<file path="src/rtl/core/xxtea_pkg.sv">
// Shared types, constants and helpers for the XXTEA block cipher core
package xxtea_pkg;

  localparam int unsigned MAX_WORDS_DEF = 64;
  localparam int unsigned CFG_IDX_W = 3;
  localparam int unsigned ROUNDS_BASE = 6;

  localparam logic [CFG_IDX_W-1:0] REG_KEY0  = 3'd0;
  localparam logic [CFG_IDX_W-1:0] REG_KEY1  = 3'd1;
  localparam logic [CFG_IDX_W-1:0] REG_KEY2  = 3'd2;
  localparam logic [CFG_IDX_W-1:0] REG_KEY3  = 3'd3;
  localparam logic [CFG_IDX_W-1:0] REG_DELTA = 3'd4;

  localparam logic [31:0] KEY0_RST  = 32'h0000_BEDC;
  localparam logic [31:0] KEY1_RST  = 32'h0000_32FB;
  localparam logic [31:0] KEY2_RST  = 32'h0000_F3AD;
  localparam logic [31:0] KEY3_RST  = 32'h0000_E24F;
  localparam logic [31:0] DELTA_RST = 32'h9EBC_A9B9;

  localparam logic OP_ENC = 1'b0;
  localparam logic OP_DEC = 1'b1;

  typedef logic [3:0][31:0] key_t;

  typedef struct packed {
    logic        operation;
    logic [31:0] word;
    logic        last;
  } in_item_t;

  typedef struct packed {
    logic [31:0] word_res;
    logic        last_res;
    logic        overflow;
  } out_item_t;

  typedef struct packed {
    logic [31:0] cur;
    logic [31:0] y;
    logic [31:0] z;
    logic [31:0] sum;
    logic [1:0]  pos;
    logic        decrypt;
  } round_in_t;

  typedef enum logic [2:0] {
    S_LOAD,
    S_INIT,
    S_PREV,
    S_RD,
    S_UPD,
    S_ORD,
    S_OSHOW,
    S_OWAIT
  } state_t;

  // 52 / n for a block of n words
  function automatic logic [5:0] rounds_extra(input logic [31:0] n);
    logic [5:0] r;
    case (n) inside
      32'd1:          r = 6'd52;
      32'd2:          r = 6'd26;
      32'd3:          r = 6'd17;
      32'd4:          r = 6'd13;
      32'd5:          r = 6'd10;
      32'd6:          r = 6'd8;
      32'd7:          r = 6'd7;
      32'd8:          r = 6'd6;
      [32'd9:32'd10]:  r = 6'd5;
      [32'd11:32'd13]: r = 6'd4;
      [32'd14:32'd17]: r = 6'd3;
      [32'd18:32'd26]: r = 6'd2;
      [32'd27:32'd52]: r = 6'd1;
      default:        r = 6'd0;
    endcase
    return r;
  endfunction

endpackage

</file>
<file path="src/rtl/core/xxtea_round.sv">
// XXTEA word update: mix function and add or subtract into the current word
module xxtea_round (
  input  xxtea_pkg::round_in_t ri,
  input  xxtea_pkg::key_t      key,
  output logic [31:0]          res
);
  import xxtea_pkg::*;

  logic [31:0] a;
  logic [31:0] b;
  logic [31:0] c;
  logic [31:0] d;
  logic [31:0] m;
  logic [1:0]  ksel;

  always_comb begin
    a    = (ri.z >> 5) ^ (ri.y << 2);
    b    = (ri.y >> 3) ^ (ri.z << 4);
    c    = ri.sum ^ ri.y;
    ksel = ri.pos ^ ri.sum[3:2];
    d    = key[ksel] ^ ri.z;
    m    = (a + b) ^ (c + d);
    res  = ri.decrypt ? (ri.cur - m) : (ri.cur + m);
  end

endmodule
</file>
<file path="config.mk">
export PLATFORM = sky130hd
export DESIGN_NAME = xxtea_round
export DESIGN_NICKNAME = d
export VERILOG_FILES = /design/src/rtl/core/xxtea_pkg.sv /design/src/rtl/core/xxtea_round.sv
export SDC_FILE = /design/constraint.sdc
export NUM_CORES = 1
export LEC_CHECK = 0
export BUFFER_PORTS_ARGS = -buffer_cell sky130_fd_sc_hd__buf_2
export CORE_MARGIN = 5
export CORE_UTILIZATION = 49
export DETAILED_ROUTE_END_ITERATION = 6
export PLACE_DENSITY = 0.8
export SYNTH_ARGS = -nofsm -noshare
export SYNTH_HDL_FRONTEND = slang
export SYNTH_SLANG_ARGS = --single-unit
</file>
<file path="constraint.sdc">
create_clock -name vclk -period 17
set_clock_uncertainty 0.15 [all_clocks]
set_input_delay 0.85 -clock vclk [all_inputs]
set_output_delay 0.85 -clock vclk [all_outputs]
set_load 0.01 [all_outputs]
</file>
# Word level (Yosys, flattened, before mapping)
# Cells that the tools add are included.
[classes]
add_sub_neg = 4
order_cmp = 1
mux = 3
bitwise_logic = 6
[ops]
columns = ["cell", "count"]
rows = [
  ["$add A32 B32 Y32", 3],
  ["$xor A32 B32 Y32", 3],
  ["$bmux W32 S2", 1],
  ["$mux W32", 2],
  ["$sub A32 B32 Y32", 1],
  ["$xor A27 B32 Y32", 1],
  ["$xor A29 B32 Y32", 1],
  ["$lt A2 B3 Y1 const B", 1],
  ["$xor A2 B2 Y2", 1],
]
[totals]
reg_bits = 0
in_bits = 259
output_inout_bits = 32
wordCells = 14

# Logic depth before layout (Yosys ltp)
[depth]
depth_word = 8
depth_mapped = 28
depth_no_buf = 27

# Worst setup path before layout
# No wires, ideal clock.
[synth_timing]
path_kind = "input-to-output"
start = "input ri[5] (netlist name)"
end = "output res[28]"
arrival_ps = 7023
t_required_ps = 16000
setup_slack_ps = 8977
cell_stages = 26
n_path_buf = 1
path_cell_list = "xnor2_1 -> clkbuf_1 -> mux4_2 -> xor2_1 -> fa_1 -> a21o_1 -> a22o_1 -> o311ai_0 -> a221oi_1 -> xor2_1 -> nand4_1 -> nor3_1 -> and3_1 -> o21ai_0 -> xnor2_1 -> ha_1 -> nor2b_1 -> o21a_1 -> o21a_1 -> o21ai_0 -> nand2_1 -> nor3_1 -> o31ai_1 -> a41o_1 -> or4_1 -> nand4_1"
[synth_between]
elab_chain_cells = 8
[synth_lines]
columns = ["item", "line_no", "rtl"]
rows = [
  ["start: declaration", "xxtea_round.sv:3", "input xxtea_pkg::round_in_t ri,"],
  ["$xor A2 B2 Y2", "xxtea_round.sv:20", "ksel = ri.pos ^ ri.sum[3:2];"],
  ["$bmux W32 S2", "xxtea_round.sv:21", "d = key[ksel] ^ ri.z;"],
  ["$mux W32 (not written as such)", "xxtea_round.sv:21", ""],
  ["$xor A32 B32 Y32", "xxtea_round.sv:21", ""],
  ["$add A32 B32 Y32 *", "xxtea_round.sv:22", "m = (a + b) ^ (c + d);"],
  ["$xor A32 B32 Y32 *", "xxtea_round.sv:22", ""],
  ["$add A32 B32 Y32 or $sub A32 B32 Y32 (tied branches)", "xxtea_round.sv:23", "res = ri.decrypt ? (ri.cur - m) : (ri.cur + m);"],
  ["$mux W32 *", "xxtea_round.sv:23", ""],
  ["end: declaration", "xxtea_round.sv:5", "output logic [31:0] res"],
]
# Every way passes the cells marked *; elsewhere a longest branch is shown, timed or not. The select of a mux whose other input is x is not followed.

# Worst setup path in the final report
# Same ends and word-level chain as after synthesis.

==> metrics.md <==
| Metric | Value |
|---|---|
| Antenna-violating nets left | 0 |
| Vias in the first global route | 8194 |
| Setup TNS | 0 ps |
| Cell Count, Final, Fillers Out | 1370 |
| Nets@finish | 1544 |
| Buffers added on ports | 291 |
| Peak supply drop | 106 µV |
| Syn Area/Cell | 8.12 µm² |
| # clk buffers | 0 |
| F_max | 0.114 GHz |
| Via/cell ratio | 5.90 |
| Status | complete, no violations |
| Filler instances | 1387 |
| Total number of yosys warnings | 0 |
| Combinational Power Share | 100.0% |
| Syn_nets | 1265 |
| Flip-flop and latch count | 0 |
| Largest net degree at the start of global routing | 33 |
| Leakage power | 4.38 nW |
| Commonest cells in the synthesized netlist | xor2_1, xnor2_1, ha_1 |
| Drt wl/cell | 18.1 µm |
| P_sw | 0.940 mW |
| Critical Path RT | 16000 ps |
| Final setup fails | 0 |
| Power Internal | 0.752 mW |
| Worst Setup Start Kind | input port |
| Crit path DAT | 7780 ps |
| # DRC | 0 |
| Clock Power Share | 0% |
| Max incr delay on CP | 600 ps |
| Design Power | 1.69 mW |
| RSZ-0062 raised after global routing | false |
| Register area | 0 µm² |
| Most area-consuming cells after synthesis | xor2_1, ha_1, xnor2_1 |
| Tmin final | 8780 ps |
| Total Routed Length | 24700 µm |
| Cell variety after synth | 73 |
| Area of placed instances | 9030 µm² |
| CP Max Fanout | 32 |
| Layout cell share with drive strength beyond 1 | 29.5% |
| Core area | 14600 µm² |
| GPL Wtd Cong | 1.03 |
| Most frequent cell after synthesis | xor2_1 |
| Final Max Tran Viols | 0 |
| Vias after detailed routing | 8085 |
| Post-synthesis sequential area ratio | 0% |
| Final count of hold timing violations | 0 |
| Sequential Power Share | 0% |
| DP HPWL | 22400 µm |
| Multi-input combinational cell area | 7230 µm² |
| Post-Place Cells | 1370 |
| Die H | 133 µm |
| Synth Cell Area | 7380 µm² |
| Slew @ Worst Pin | 584 ps |
| CTS resizes | 0 |
| Antenna violations before repair | 0 |
| Final Instance Area | 9030 µm² |
| # Max-Cap Violations | 0 |
| First-pass GRT wire length | 39600 µm |
| Leading area contributor after synthesis | xor2_1 |
| Slowest-stage cell, CP | mux4_2 |
| Hold Buf Count CTS | 0 |
| Area delta synth->final | 22.3% |
| Relative slew slack | 60.0% |
| PD cells | 187 nW/µm² |
| Mapped Cells | 909 |
| Inserted Diodes | 0 |
| Total iterations of the first detailed-routing run | 6 |
| Ports | 291 |
| Sw frac | 55.5% |
| Die Width | 133 µm |
| Initial Util | 50.4% |
| Hold/Removal Path Class | input port to output port |
| Tcrit/Tclk final | 51.7% |
| Num rows | 44 |
| Grt ovf | 0 |
| Total GRT Usage | 26.7% |
| Yosys top cell area share | 17.7% |
| CP endpoint kind | output port |
| Initial DRC count | 571 |
| Critical path type | input port to output port |
| Postcts setup bufs | 0 |
| Die ar. | 17600 µm² |
-- metal layers --
metal,GRT usage (%),vias up,share of wire [%]
met2,48.0,403,48
met1,34.6,3697,42
met3,3.61,49,7.8
met4,4.39,0,1.9
li1,-,3936,-
met5,0,-,0
-- final cells by class --
class / instances / area share [%]
inverters: 26 / 1.08
multi-input cells: 867 / 80.1
well taps: 184 / 2.55
repair buffers: 293 / 16.3
-- critical path, delay by kind of cell --
family	cells	cell delay [ps]
AOI/OAI and AO/OA	10	2070
adders and majority gates	3	1060
buffers and inverters	3	750
muxes	1	600
xor gates and xnor gates	4	800
and+or+nand+nor	8	1640
-- power groups by stage --
stage,clock network [mW],logic [mW],registers (mW)
3_3_place_gp,0,1.66,0
6_report,0,1.69,0
4_1_cts,0,1.69,0
2_1_floorplan,0,1.23,0
5_1_grt,0,1.86,0
3_5_place_dp,0,1.68,0
-- layout by cell type (no fill, tap or decap), drive strengths merged, types with 3 or more instances in the layout --
master / instances
o311a: 3
or3: 6
inv: 26
and4: 5
nor2: 56
mux4: 32
xnor2: 99
fa: 3
o21ai: 45
xnor3: 8
and2: 11
a41oi: 8
nand3: 15
and3: 11
o21bai: 16
nor2b: 9
nand4: 9
a21o: 36
a21boi: 5
o211ai: 8
a221oi: 4
nor3: 18
nand2: 49
nand2b: 9
buf: 293
xor2: 149
o21a: 10
nor4: 3
a41o: 4
a21oi: 86
a31oi: 16
o31a: 3
a211oi: 9
ha: 94
-- final timing paths --
check,from,end,cells past startpoint
setup / recovery,ri[5],res[28],29
hold / removal,ri[100],res[1],3
-- per-stage QoR --
stage	setup slack, ps	utilization (%)	hold slack, ps
floorplan	8980	-	1740
global placement	8450	61.6	1930
detailed placement	8240	61.6	1930
CTS	8240	61.6	1940
global route	7710	61.6	1960
finish	8220	61.6	1930
-- cells by family (layout without fill, tap and decap cells) --
| group | Yosys count | count (layout) | synth area share (%) |
|---|---|---|---|
| buffers and inverters | 42 | 319 | 2.29 |
| xor gates and xnor gates | 256 | 256 | 31.9 |
| adders and majority gates | 97 | 97 | 16.7 |
| AOI/OAI and AO/OA | 274 | 274 | 24.8 |
| muxes | 32 | 32 | 9.76 |
| and+or+nand+nor | 208 | 208 | 14.5 |
(Power assumes the default switching activity.)
