### src/rtl/core/xxtea_pkg.sv
// Shared types, constants and helpers for the XXTEA block cipher core
package xxtea_pkg;

  localparam int unsigned MAX_WORDS_DEF = 64;
  localparam int unsigned CFG_IDX_W = 3;
  localparam int unsigned ROUNDS_BASE = 6;

  localparam logic [CFG_IDX_W-1:0] REG_KEY0  = 3'd0;
  localparam logic [CFG_IDX_W-1:0] REG_KEY1  = 3'd1;
  localparam logic [CFG_IDX_W-1:0] REG_KEY2  = 3'd2;
  localparam logic [CFG_IDX_W-1:0] REG_KEY3  = 3'd3;
  localparam logic [CFG_IDX_W-1:0] REG_DELTA = 3'd4;

  localparam logic [31:0] KEY0_RST  = 32'h0000_BEDC;
  localparam logic [31:0] KEY1_RST  = 32'h0000_32FB;
  localparam logic [31:0] KEY2_RST  = 32'h0000_F3AD;
  localparam logic [31:0] KEY3_RST  = 32'h0000_E24F;
  localparam logic [31:0] DELTA_RST = 32'h9EBC_A9B9;

  localparam logic OP_ENC = 1'b0;
  localparam logic OP_DEC = 1'b1;

  typedef logic [3:0][31:0] key_t;

  typedef struct packed {
    logic        operation;
    logic [31:0] word;
    logic        last;
  } in_item_t;

  typedef struct packed {
    logic [31:0] word_res;
    logic        last_res;
    logic        overflow;
  } out_item_t;

  typedef struct packed {
    logic [31:0] cur;
    logic [31:0] y;
    logic [31:0] z;
    logic [31:0] sum;
    logic [1:0]  pos;
    logic        decrypt;
  } round_in_t;

  typedef enum logic [2:0] {
    S_LOAD,
    S_INIT,
    S_PREV,
    S_RD,
    S_UPD,
    S_ORD,
    S_OSHOW,
    S_OWAIT
  } state_t;

  // 52 / n for a block of n words
  function automatic logic [5:0] rounds_extra(input logic [31:0] n);
    logic [5:0] r;
    case (n) inside
      32'd1:          r = 6'd52;
      32'd2:          r = 6'd26;
      32'd3:          r = 6'd17;
      32'd4:          r = 6'd13;
      32'd5:          r = 6'd10;
      32'd6:          r = 6'd8;
      32'd7:          r = 6'd7;
      32'd8:          r = 6'd6;
      [32'd9:32'd10]:  r = 6'd5;
      [32'd11:32'd13]: r = 6'd4;
      [32'd14:32'd17]: r = 6'd3;
      [32'd18:32'd26]: r = 6'd2;
      [32'd27:32'd52]: r = 6'd1;
      default:        r = 6'd0;
    endcase
    return r;
  endfunction

endpackage

### src/rtl/core/xxtea_mem.sv
// Block word store: one write port, two registered read ports
module xxtea_mem #(
  parameter int unsigned DEPTH = xxtea_pkg::MAX_WORDS_DEF,
  parameter int unsigned AW = 6
) (
  input  logic          clk,
  input  logic          we,
  input  logic [AW-1:0] waddr,
  input  logic [31:0]   wdata,
  input  logic [AW-1:0] raddr_a,
  input  logic [AW-1:0] raddr_b,
  output logic [31:0]   rdata_a,
  output logic [31:0]   rdata_b
);
  import xxtea_pkg::*;

  logic [31:0] mem [DEPTH];

  always_ff @(posedge clk) begin
    if (we) begin
      mem[waddr] <= wdata;
    end
    rdata_a <= mem[raddr_a];
    rdata_b <= mem[raddr_b];
  end

endmodule

### config.mk
export PLATFORM = sky130hd
export DESIGN_NAME = xxtea_mem
export DESIGN_NICKNAME = d
export VERILOG_FILES = /design/src/rtl/core/xxtea_pkg.sv /design/src/rtl/core/xxtea_mem.sv
export SDC_FILE = /design/constraint.sdc
export NUM_CORES = 2
export LEC_CHECK = 0
export BUFFER_PORTS_ARGS = -buffer_cell sky130_fd_sc_hd__buf_2
export CAP_MARGIN = 5
export CORE_ASPECT_RATIO = 0.7
export CORE_UTILIZATION = 34
export DETAILED_ROUTE_END_ITERATION = 10
export PLACE_DENSITY = 0.58
export SLEW_MARGIN = 20
export SYNTH_ARGS = -nofsm -noshare
export SYNTH_HDL_FRONTEND = slang
export SYNTH_SLANG_ARGS = --single-unit
### constraint.sdc
create_clock -name clk -period 4.67 [get_ports clk]
set_clock_uncertainty 0.2 [all_clocks]
set_input_delay 0.2335 -clock clk [delete_from_list [all_inputs] [get_ports clk]]
set_output_delay 0.2335 -clock clk [all_outputs]
set_load 0.01 [all_outputs]
Word level (Yosys, flattened, before mapping)

Memory sizes are Yosys's and may differ from the RTL's. A register that Yosys moved wholly into a read port is not among the register bits.
Cells that the tools add are included.

Bits in registers: 0
Memory bits (writable): 2,048
Bits of input ports: 52
Output and inout bits: 64
Word-level logic and storage cells: 3
Memories kept: 1

Multiplexer cells: 2

Memory list:

| name | words | bits a word | rd ports | clocked after Yosys merged registers in | wr ports | line            | text |
|---|---|---|---|---|---|---|---|
| mem  | 64    | 32          | 2        | 2                                       | 1        | xxtea_mem.sv:17 | `logic [31:0] mem [DEPTH];` |

Operator list:

| operator         | count |
|---|---|
| 1-bit 2-to-1 mux | 2 |

Logic depth before layout (Yosys ltp)

Depth in word-level cells: 2
Mapped depth: 10
Depth with buffers taken out: 5

Least setup slack after synthesis

No wires, ideal clock.

Path type: input-to-reg
From: input waddr[3]
To: memory mem[48][0], enable pin
Setup time: 0.461 ns
Arrival time: 2.963 ns
Required time: 4.009 ns
Slack: 1.046 ns
Stages: 4
Buffers on the path: 1
Cell sequence: clkbuf_1 -> nor2b_1 -> nand4b_1 -> nor3_1

RTL lines:

| what            | line            | text |
|---|---|---|
| start, declared | xxtea_mem.sv:8  | `input logic [AW-1:0] waddr,` |
| end, declared   | xxtea_mem.sv:17 |  |

Straight into the memory's write port.

==> flow_summary_export.csv <==
group,metric,value,unit
status,run_status,"complete, no violations",
die,io_pins,116,
synth,synth_commonest_cells,"edfxtp_1, mux4_2, mux2i_1",
route,drcViolationCount,0,
clock_tree,cts_sinks,2112,
pwr,power.density,375,nW/um^2
sta,hold_viol_final,0,
finish,fillers,24500,
sta,layout_min_cycle_time,3.24,ns
synth,ys_seq_area_share,65.6,%
clock_tree,cts_htree_levels,4,
sta,tns,0,ns
finish,fin_cells,8530,
worst_hold_path,hp-class,"in -> reg",
route,ant_nets,0,
synth,syn-num-nets,4464,
synth,yosysMostFrequentCell,"edfxtp_1",
sta,tightest_slew,1.16,ns
synth,synth-main-ff-cell,"edfxtp_1",
synth,synth_top_area_cell,"edfxtp_1",
finish,area_growth,14.2,%
route,top_layer,"met5",
clock_tree,numCtsBuffers,202,
sta,drv_slew,0,
die,start_util,34.3,%
critical_path,crit_required,5.10,ns
critical_path,critPathArrivalTime,3.68,ns
critical_path,crit_fanout,22,
pwr,p_sw,9.62,mW
clock_tree,postCtsSetupBuffers,0,
sta,rsz0062_at_grt,"no",
critical_path,path_class,"in -> reg",
clock_tree,clk_pin_slew,0.07,ns
route,route.vias.total,54100,
critical_path,slowest_stage,"o22ai_1",
placement,io_buffers,115,
synth,synth_enable_flop_cells,2048,
critical_path,critPathLaunchType,"input pin",
synth,ys_ff_latch,2112,
clock_tree,clock_path_buffers,4,
global_route,gr-usage-all-layers,23.5,%
die,rows,162,
route,drt_iter0_markers,8988,
route,wl_met3,44000,um
route,viasPerCell,6.34,
global_route,grt_pass1_wl,458000,um
route,avgRoutedWirePerCell,39.6,um
synth,synthArstFlopShare,0,%
placement,dp_hpwl,210000,um
route,drt-total-wl,337000,um
synth,syn_area_per_cell,21.7,sq um
critical_path,cpMostUsedCell,"buf_4",
synth,syn_inst,4412,
critical_path,cp_slowest_stage_delay,0.77,ns
pwr,ir_drop,278,uV
critical_path,cp-end-kind,"register",
critical_path,path_cells,"dlygate4sd3_1 -> buf_8 -> buf_4 -> buf_4 -> mux4_2 -> o22ai_1 -> a21oi_1",
die,core_region_area,279000,sq um
critical_path,rrSetupSlack,1.88,ns
pwr,switching_share,23.5,%
critical_path,critPathBufInv,4,
clock_tree,cts_tree,"built",
sta,clock.fmax,309,MHz
synth,yosys_warnings,0,
clock_tree,cts_hold_buf,44,
route,wl_met1,140000,um
die,dieArea,284000,sq um
clock_tree,clock_latency,0.88,ns
synth,synth_area_leaders,"edfxtp_1, mux4_2, mux2i_1, dfxtp_1, a22oi_1",
clock_tree,cts-root-buf,"clkbuf_16",
sta,finalCritPeriodShare,69.4,%
global_route,grt_antenna_before_repair,38,
global_route,first_global_vias,52600,
critical_path,cp_top_family,"buffers and inverters",
sta,setup_violations,0,
route,route.met2.wl,143000,um
synth,synth_top_area_share,64.3,%
pwr,p_leak,33.8,nW
clock_tree,ctsResizeCount,0,
job,timing.max_cap.violations,0,
pwr,p_comb_share,8.8,%
sta,slew-limit-headroom,22.2,%
die,die_h,446,um
global_route,grt_max_degree,80,
finish,finalNetCount,4724,
placement,dp_cells,8112,
pwr,pwr-share-seq,51.6,%
global_route,overflow,0,
synth,yosysUniqueCellTypes,38,
pwr,p_clk_share,39.6,%
pwr,p_int,31.4,mW
synth,synth_area,95700,sq um
finish,drive_gt1_share,38.8,%
route,first_pass_iters,5,
die,fp.dieW,636,um
placement,place_congestion,0.864,
cells in the final DEF, fill, tap and decap left out, types with 3 or more instances in the layout:
cell type,synthesis,routed
edfxtp_1,2048,2048
mux4_2,1124,1124
clkbuf_16,0,206
mux2i_1,204,204
buf_4,55,195
nand2_1,93,91
a22oi_1,85,85
buf_2,121,81
buf_12,0,75
dfxtp_1,64,64
nor2_4,0,63
a21oi_1,58,58
clkbuf_1,135,57
o22ai_1,56,56
dlygate4sd3_1,0,44
clkinv_2,0,40
mux2_2,36,36
o21ai_1,31,31
nor2_1,94,30
clkinv_1,0,30
o211ai_1,27,27
o21ai_0,18,18
o221ai_1,16,16
nor2b_1,19,15
a211oi_1,15,15
a221oi_1,13,13
bufinv_16,0,12
clkbuf_8,0,12
nand3_1,9,9
a32oi_1,9,9
o32a_1,9,9
diode_2,0,8
nand2b_1,8,7
nand3b_1,6,6
buf_8,0,6
and2_1,6,4
clkinvlp_4,0,4
nor2b_4,0,3
or2_2,3,3
through the flow:
stage	worst slack, ns	cell area, sq um	power [mW]	hold slack (ns)	utilization (%)
finish	1.43	109000	41.0	0.0841	39.2
global route	1.35	109000	42.0	0.0765	39.1
CTS	1.41	109000	41.2	0.0350	39.1
detailed placement	0.707	102000	25.1	0.435	36.7
global placement	0.687	102000	25.1	0.429	36.7
floorplan	1.05	95700	23.5	0.132	-
cells by family after synthesis:
group / after synthesis / share of synthesized area, %
flip-flops: 2112 / 65.6
multiplexers: 1364 / 29.0
buffers and inverters: 348 / 1.83
AO/OA/AOI/OAI: 340 / 2.39
AND/OR/NAND/NOR: 248 / 1.13
final timing paths:
path	cells after the start	endpoint	start
hold / removal	3	mem[55][2]	waddr[0]
setup / recovery	7	rdata_b[14]	raddr_b[2]
hold reg to reg	5	rdata_b[4]	mem[56][4]
setup reg to reg	4	rdata_b[17]	mem[19][17]
routing by layer:
layer,vias up,track usage [%]
met5,-,0
met4,16,6.06
met3,517,7.32
met2,3756,33.4
met1,29800,34.9
li1,20100,-
registers in the layout, summed over array words and instances (netlist names):
name / count
mem: 2048
rdata_a: 32
rdata_b: 32
layout make-up:
| class | count | area (sq um) | area share, % |
|---|---|---|---|
| Clock inverter | 89 | 742 | 0.679 |
| Sequential cell | 2112 | 62800 | 57.4 |
| Tap cell | 3690 | 4620 | 4.22 |
| Antenna cell | 8 | 20.0 | 0.0183 |
| Inverter | 1 | 3.75 | 0.00343 |
| Clock buffer | 275 | 5530 | 5.06 |
| Multi-Input combinational cell | 1952 | 31700 | 29.0 |
| Timing Repair Buffer | 403 | 3920 | 3.59 |
worst reg2reg max path, cell delays in order, from the launching register on:
cell      delay [ns]
edfxtp_1        0.40
mux4_2          0.54
mux4_2          0.48
o22ai_1         0.64
a21oi_1         0.27
power by group through the flow:
stage	Combinational, mW	Sequential [mW]	Clock (mW)
2_1_floorplan	2.01	21.5	0
3_3_place_gp	3.48	21.6	0
3_5_place_dp	3.50	21.6	0
4_1_cts	3.55	21.2	16.4
5_1_grt	3.73	21.2	17.1
6_report	3.59	21.2	16.2
(Power assumes the default switching activity.)
